--- config.mk ---
export PLATFORM = sky130hd
export DESIGN_NAME = fra_ctrl
export DESIGN_NICKNAME = d
export VERILOG_FILES = /design/src/rtl/fra_pkg.sv /design/src/rtl/fra_ctrl.sv
export SDC_FILE = /design/constraint.sdc
export NUM_CORES = 1
export LEC_CHECK = 0
export BUFFER_PORTS_ARGS = -buffer_cell sky130_fd_sc_hd__buf_2
export CAP_MARGIN = 5
export CORE_MARGIN = 4
export CORE_UTILIZATION = 50
export DETAILED_ROUTE_END_ITERATION = 6
export HOLD_SLACK_MARGIN = 0.15
export PLACE_DENSITY = 0.8
export SLEW_MARGIN = 15
export SYNTH_ARGS = -nofsm -noshare
export SYNTH_HDL_FRONTEND = slang
export SYNTH_SLANG_ARGS = --single-unit
--- constraint.sdc ---
create_clock -name clock -period 7.35 [get_ports clock]
set_input_delay 0.735 -clock clock [delete_from_list [all_inputs] [get_ports clock]]
set_output_delay 0.735 -clock clock [all_outputs]
set_load 0.03 [all_outputs]
--- src/rtl/fra_pkg.sv ---
// Shared types, field widths and codes for the frame ring allocator.
// No dependencies; every other file of the block but fra_ram imports this package.
package fra_pkg;

   localparam int FUNC_W         = 2;
   localparam int LEN_W          = 16;
   localparam int STATUS_W       = 3;
   localparam int OFS_W          = 12;
   localparam int HELD_W         = 13;
   localparam int BYTE_W         = 8;
   localparam int HDR_BYTES      = 2;
   localparam int RING_BYTES_DEF = 4096;

   typedef enum logic [FUNC_W-1:0] {
      FUNC_RESERVE = 2'd0,
      FUNC_COMMIT  = 2'd1,
      FUNC_RELEASE = 2'd2
   } func_type;

   typedef enum logic [STATUS_W-1:0] {
      STATUS_OK    = 3'd0,
      STATUS_FULL  = 3'd1,
      STATUS_BAD   = 3'd2,
      STATUS_EMPTY = 3'd3,
      STATUS_NORES = 3'd4
   } status_type;

   typedef struct packed {
      status_type              status;
      logic [OFS_W-1:0]        payload_offset;
      logic [LEN_W-1:0]        out_len;
      logic [HELD_W-1:0]       frames_held;
   } rsp_word_type;

   typedef struct packed {
      logic         valid;
      rsp_word_type word;
   } result_type;

endpackage

--- src/rtl/fra_ctrl.sv ---
// Sequencer of the frame ring allocator: head/tail pointers, frame count,
// header reads and writes through the byte RAM. Depends on fra_pkg.
module fra_ctrl #(
   parameter int RING_BYTES = fra_pkg::RING_BYTES_DEF
) (
   input  logic                                 clock,
   input  logic                                 reset,
   input  logic                                 start,
   input  logic [fra_pkg::FUNC_W-1:0]           func,
   input  logic [fra_pkg::LEN_W-1:0]            frame_len,
   input  logic                                 slot_free,
   output logic                                 idle,
   output fra_pkg::result_type                  result,
   output logic                                 mem_we,
   output logic [$clog2(RING_BYTES+1)-1:0]      mem_addr,
   output logic [fra_pkg::BYTE_W-1:0]           mem_wdata,
   input  logic [fra_pkg::BYTE_W-1:0]           mem_rdata
);
   import fra_pkg::*;

   localparam int POS_W  = $clog2(RING_BYTES + 1);
   localparam int CALC_W = ((POS_W > LEN_W) ? POS_W : LEN_W) + 2;

   typedef enum logic [3:0] {
      S_IDLE, S_EXEC, S_WM0, S_WM1, S_WH0, S_WH1, S_RA, S_RB, S_RC, S_DONE
   } state_type;

   state_type          state_ff;
   func_type           op_ff;
   logic [LEN_W-1:0]   len_ff;
   logic [LEN_W-1:0]   rlen_ff;
   logic [POS_W-1:0]   head_ff;
   logic [POS_W-1:0]   tail_ff;
   logic [POS_W-1:0]   total_ff;
   logic               open_ff;
   logic               pass_ff;
   logic [BYTE_W-1:0]  lo_ff;
   rsp_word_type       res_ff;

   logic [CALC_W-1:0]  ring_c, head_c, tail_c, need_c, hdr_c;
   logic               bad_size, ring_full, head_below, fit_below, fit_end;
   logic [LEN_W-1:0]   rd_word;
   logic [POS_W-1:0]   pos_sel;

   always_comb begin
      hdr_c      = CALC_W'(HDR_BYTES);
      ring_c     = CALC_W'(RING_BYTES);
      head_c     = CALC_W'(head_ff);
      tail_c     = CALC_W'(tail_ff);
      need_c     = CALC_W'(len_ff) + hdr_c;
      bad_size   = (len_ff == '0) || (need_c >= ring_c);
      ring_full  = (tail_ff == head_ff) && (total_ff != '0);
      head_below = head_ff < tail_ff;
      fit_below  = (tail_c - head_c) > need_c;
      fit_end    = (head_c < ring_c) && ((ring_c - head_c) > need_c);
      rd_word    = {mem_rdata, lo_ff};
   end

   // RAM port: writes at the head, reads at the tail
   always_comb begin
      mem_we    = 1'b0;
      mem_wdata = '0;
      pos_sel   = head_ff;
      mem_addr  = head_ff;
      unique case (state_ff)
         S_WM0: begin
            mem_we = 1'b1;
         end
         S_WM1: begin
            mem_we   = 1'b1;
            mem_addr = head_ff + POS_W'(1);
         end
         S_WH0: begin
            mem_we    = 1'b1;
            mem_wdata = len_ff[BYTE_W-1:0];
         end
         S_WH1: begin
            mem_we    = 1'b1;
            mem_wdata = len_ff[LEN_W-1:BYTE_W];
            mem_addr  = head_ff + POS_W'(1);
         end
         S_RA: begin
            pos_sel  = tail_ff;
            mem_addr = tail_ff;
         end
         S_RB: begin
            pos_sel  = tail_ff;
            mem_addr = tail_ff + POS_W'(1);
         end
         default: begin
            pos_sel = head_ff;
         end
      endcase
   end

   assign idle         = (state_ff == S_IDLE);
   assign result.valid = (state_ff == S_DONE);
   assign result.word  = res_ff;

   always_ff @(posedge clock) begin
      if (reset) begin
         state_ff <= S_IDLE;
         head_ff  <= '0;
         tail_ff  <= '0;
         total_ff <= '0;
         open_ff  <= 1'b0;
         pass_ff  <= 1'b0;
      end else begin
         unique case (state_ff)
            S_IDLE: begin
               if (start) begin
                  op_ff    <= func_type'(func);
                  len_ff   <= frame_len;
                  pass_ff  <= 1'b0;
                  state_ff <= S_EXEC;
               end
            end
            S_EXEC: begin
               res_ff.status         <= STATUS_OK;
               res_ff.payload_offset <= '0;
               res_ff.out_len        <= '0;
               res_ff.frames_held    <= HELD_W'(total_ff);
               state_ff              <= S_DONE;
               unique case (op_ff)
                  FUNC_RESERVE: begin
                     if (bad_size) begin
                        res_ff.status <= STATUS_BAD;
                     end else begin
                        open_ff <= 1'b0;
                        priority if (ring_full) begin
                           res_ff.status <= STATUS_FULL;
                        end else if (head_below) begin
                           if (fit_below) state_ff <= S_WH0;
                           else res_ff.status <= STATUS_FULL;
                        end else if (fit_end) begin
                           state_ff <= S_WH0;
                        end else begin
                           state_ff <= S_WM0;
                        end
                     end
                  end
                  FUNC_COMMIT: begin
                     if (!open_ff) begin
                        res_ff.status <= STATUS_NORES;
                     end else begin
                        head_ff  <= POS_W'(head_c + CALC_W'(rlen_ff) + hdr_c);
                        total_ff <= total_ff + POS_W'(1);
                        open_ff  <= 1'b0;
                        res_ff.frames_held <= HELD_W'(total_ff + POS_W'(1));
                     end
                  end
                  FUNC_RELEASE: begin
                     if (total_ff == '0) begin
                        res_ff.status <= STATUS_EMPTY;
                     end else begin
                        state_ff <= S_RA;
                     end
                  end
                  default: begin
                  end
               endcase
            end
            S_WM0: begin
               state_ff <= S_WM1;
            end
            S_WM1: begin
               head_ff <= '0;
               if (pass_ff) begin
                  res_ff.status <= STATUS_FULL;
                  state_ff      <= S_DONE;
               end else begin
                  pass_ff  <= 1'b1;
                  state_ff <= S_EXEC;
               end
            end
            S_WH0: begin
               state_ff <= S_WH1;
            end
            S_WH1: begin
               open_ff               <= 1'b1;
               rlen_ff               <= len_ff;
               res_ff.payload_offset <= OFS_W'(CALC_W'(pos_sel) + hdr_c);
               state_ff              <= S_DONE;
            end
            S_RA: begin
               state_ff <= S_RB;
            end
            S_RB: begin
               lo_ff    <= mem_rdata;
               state_ff <= S_RC;
            end
            S_RC: begin
               if ((rd_word == '0) && !pass_ff) begin
                  // wrap marker: oldest frame starts at offset zero
                  tail_ff  <= '0;
                  pass_ff  <= 1'b1;
                  state_ff <= S_RA;
               end else begin
                  tail_ff  <= POS_W'(tail_c + CALC_W'(rd_word) + hdr_c);
                  total_ff <= total_ff - POS_W'(1);
                  res_ff.out_len        <= rd_word;
                  res_ff.payload_offset <= OFS_W'(tail_c + hdr_c);
                  res_ff.frames_held    <= HELD_W'(total_ff - POS_W'(1));
                  state_ff              <= S_DONE;
               end
            end
            S_DONE: begin
               if (slot_free) state_ff <= S_IDLE;
            end
            default: begin
               state_ff <= S_IDLE;
            end
         endcase
      end
   end

endmodule

==> results.sh <==
export IMPL_status="finished clean"
export IMPL_cts_hold_buf=0
export IMPL_cp_start_kind="flop"
export IMPL_critPathMaxFanout=20
export IMPL_synth_simple_area_share=0.220
export IMPL_setup_viol=0
export IMPL_start_util=0.507
export IMPL_dr_pass1_iters=5
export IMPL_hold_class="input pin to flop"
export IMPL_power_leakage_nw=4.41
export IMPL_min_from="frame_len[0]"
export IMPL_post_route_period_util=0.699
export IMPL_via_per_inst=6.11
export IMPL_clockBufferDepth=2
export IMPL_async_flop_share=0
export IMPL_syn_area_sq_mm=0.00949
export IMPL_irDropWorstVdd_uv=170
export IMPL_antenna_found_initial=1
export IMPL_synth_area_leaders="edfxtp_1, ha_1, dfxtp_1"
export IMPL_slew_violations=0
export IMPL_io_pins=98
export IMPL_synth_seq_cells=128
export IMPL_htree_levels=4
export IMPL_post_cts_buffers=0
export IMPL_clockRootBuffer="clkbuf_16"
export IMPL_r2r_start="head_ff[2]"
export IMPL_fp_dieH_um=146
export IMPL_ctsResizeCount=0
export IMPL_crit_buf_inv=2
export IMPL_synth_largest_area_cell="edfxtp_1"
export IMPL_num_rows=50
export IMPL_synth_top_family_by_area="simple AND/OR/NAND/NOR gates"
export IMPL_grt_pass1_vias=7682
export IMPL_antenna_cells=0
export IMPL_path_clk_slew_ps=70
export IMPL_hold_viol=0
export IMPL_synth_edf_count=83
export IMPL_cts_made_buffers=17
export IMPL_power_density_mw_per_mm2=301
export IMPL_synthXorXnorAreaFrac=0.0720
export IMPL_path_cells="nand4b_1 -> mux2i_1 -> inv_1 -> ha_1 -> nor3b_1 -> nor2b_1 -> a21boi_0 -> o21ai_0 -> a221o_1 -> buf_2"
export IMPL_track_usage=0.242
export IMPL_grt_pass1_wl_mm=41.4
export IMPL_final_cell_mix="nor2_1, ha_1, buf_2, nand2_1, edfxtp_1"
export IMPL_area_growth_pct=12.7
export IMPL_vias=8429
export IMPL_clkLatencyLatePin_ps=430
export IMPL_slowest_stage="nand4b_1"
export IMPL_tightest_slew_ps=1090
export IMPL_dieArea_sq_mm=0.0212
export IMPL_ant_nets=0
export IMPL_yosys_warnings=0
export IMPL_synth_compound_area_frac=0.162
export IMPL_numPortBuffers=97
export IMPL_gp_congestion=1.02
export IMPL_final_nets=1263
export IMPL_wirelength_mm=26.2
export IMPL_avgSynthCellArea_sq_um=8.92
export IMPL_grt_ovfl_total=0
export IMPL_ys_types=79
export IMPL_finalSetupTns_ps=0
export IMPL_dp_cells=1348
export IMPL_cp_end_kind="primary output"
export IMPL_wl_per_cell_um=19.0
export IMPL_hpwl_mm=19.0
export IMPL_arrival_ps=4400
export IMPL_cp_required_ps=6610
export IMPL_synth_cells=1063
export IMPL_critical_path_class="flop to primary output"
export IMPL_drive_gt1_frac=0.133
export IMPL_rsz0062_at_grt="false"
export IMPL_final_cell_count_no_fill=1380
export IMPL_synth_main_ff_cell="edfxtp_1"
export IMPL_cts_tree="done"
export IMPL_core_region_area_sq_mm=0.0187
export IMPL_critPathMaxStageDelay_ps=800
export IMPL_nFillCells=1608
export IMPL_route_detailed_drc=0
export IMPL_yosys_area_top_type_share=0.263
export IMPL_grt_max_degree=52
export IMPL_synth_area_mux_share=0.0158
export IMPL_drtIter0Drc=848
export IMPL_synth_adder_area_share=0.134
export IMPL_path_delay_family="simple AND/OR/NAND/NOR gates"
export IMPL_crit_start="state_ff[2]"
export IMPL_final_min_clock_period_ps=5140
export IMPL_skew_ps=16.9
export IMPL_fmax_mhz=195
export IMPL_maxCapViolations=0
export IMPL_die_x_um=146
export IMPL_synth_nets=1193
export IMPL_clock_sinks=128
export IMPL_ys_seq_area_frac=0.358
export IMPL_final_common_cell="nor2_1"
export IMPL_relSlewSlack=0.266
-- layer usage --
metal | track usage | up-vias | wire length [um]
li1 | - | 4063 | -
met1 | 0.339 | 3968 | 11800
met2 | 0.369 | 339 | 11800
met3 | 0.0529 | 59 | 1980
met4 | 0.0864 | 0 | 677
met5 | 0 | - | 0
-- registers in the layout, summed over array words and instances, names as in the netlist --
signal	cells
head_ff	13
len_ff	16
lo_ff	8
op_ff	2
open_ff	1
pass_ff	1
result	44
rlen_ff	13
state_ff	4
tail_ff	13
total_ff	13
-- metrics by stage --
stage | hold slack, ps | setup slack (ps) | area, sq um | total power, mW | utilization
2_1_floorplan | 421 | 2850 | 9490 | 2.04 | -
3_3_place_gp | 493 | 2480 | 10100 | 2.35 | 0.541
3_5_place_dp | 512 | 2410 | 10100 | 2.36 | 0.541
4_1_cts | 457 | 2300 | 10700 | 3.20 | 0.571
5_1_grt | 463 | 1920 | 10700 | 3.40 | 0.571
6_report | 468 | 2210 | 10700 | 3.22 | 0.571
-- where the power goes --
group	leakage [nW]	internal [mW]	switching (mW)
logic	2.99	0.505	0.845
clock network	0.280	0.477	0.356
registers	1.14	0.909	0.126
-- cells by family (layout without fill, tap and decap cells) --
group	count (synthesis)	after routing
AOI/OAI and AO/OA	242	242
xor gates and xnor gates	78	78
adders and majority gates	100	100
buffers and inverters	93	176
DFF	128	128
muxes	15	15
and+or+nand+nor	407	407
-- cell usage after synthesis (33+ instances only) --
cell / count
ha_1: 97
xor2_1: 33
dfxtp_1: 45
nor2_1: 99
o21ai_0: 55
xnor2_1: 45
nor3_1: 34
nand3_1: 47
inv_1: 41
clkbuf_1: 43
nand2_1: 88
a21oi_1: 75
edfxtp_1: 83
-- layout make-up --
| cell class | instances | area [sq um] | share of cell area |
|---|---|---|---|
| Clock buffer | 20 | 479 | 0.0448 |
| Inverter | 41 | 154 | 0.0144 |
| Tap cell | 234 | 293 | 0.0274 |
| Sequential cell | 128 | 3390 | 0.318 |
| Timing Repair Buffer | 103 | 531 | 0.0496 |
| Clock inverter | 12 | 93.8 | 0.00878 |
| Multi-Input combinational cell | 842 | 5740 | 0.537 |
-- path summary, 6_finish.rpt --
kind             endpoint  slack (ps)  cells after the start
max reg2reg    result[41]        2320                     18
min reg2reg  total_ff[11]         520                      2
max          mem_addr[12]        2210                     10
min             len_ff[0]         470                      1
No activity file was read; power rests on OpenSTA's default activity.
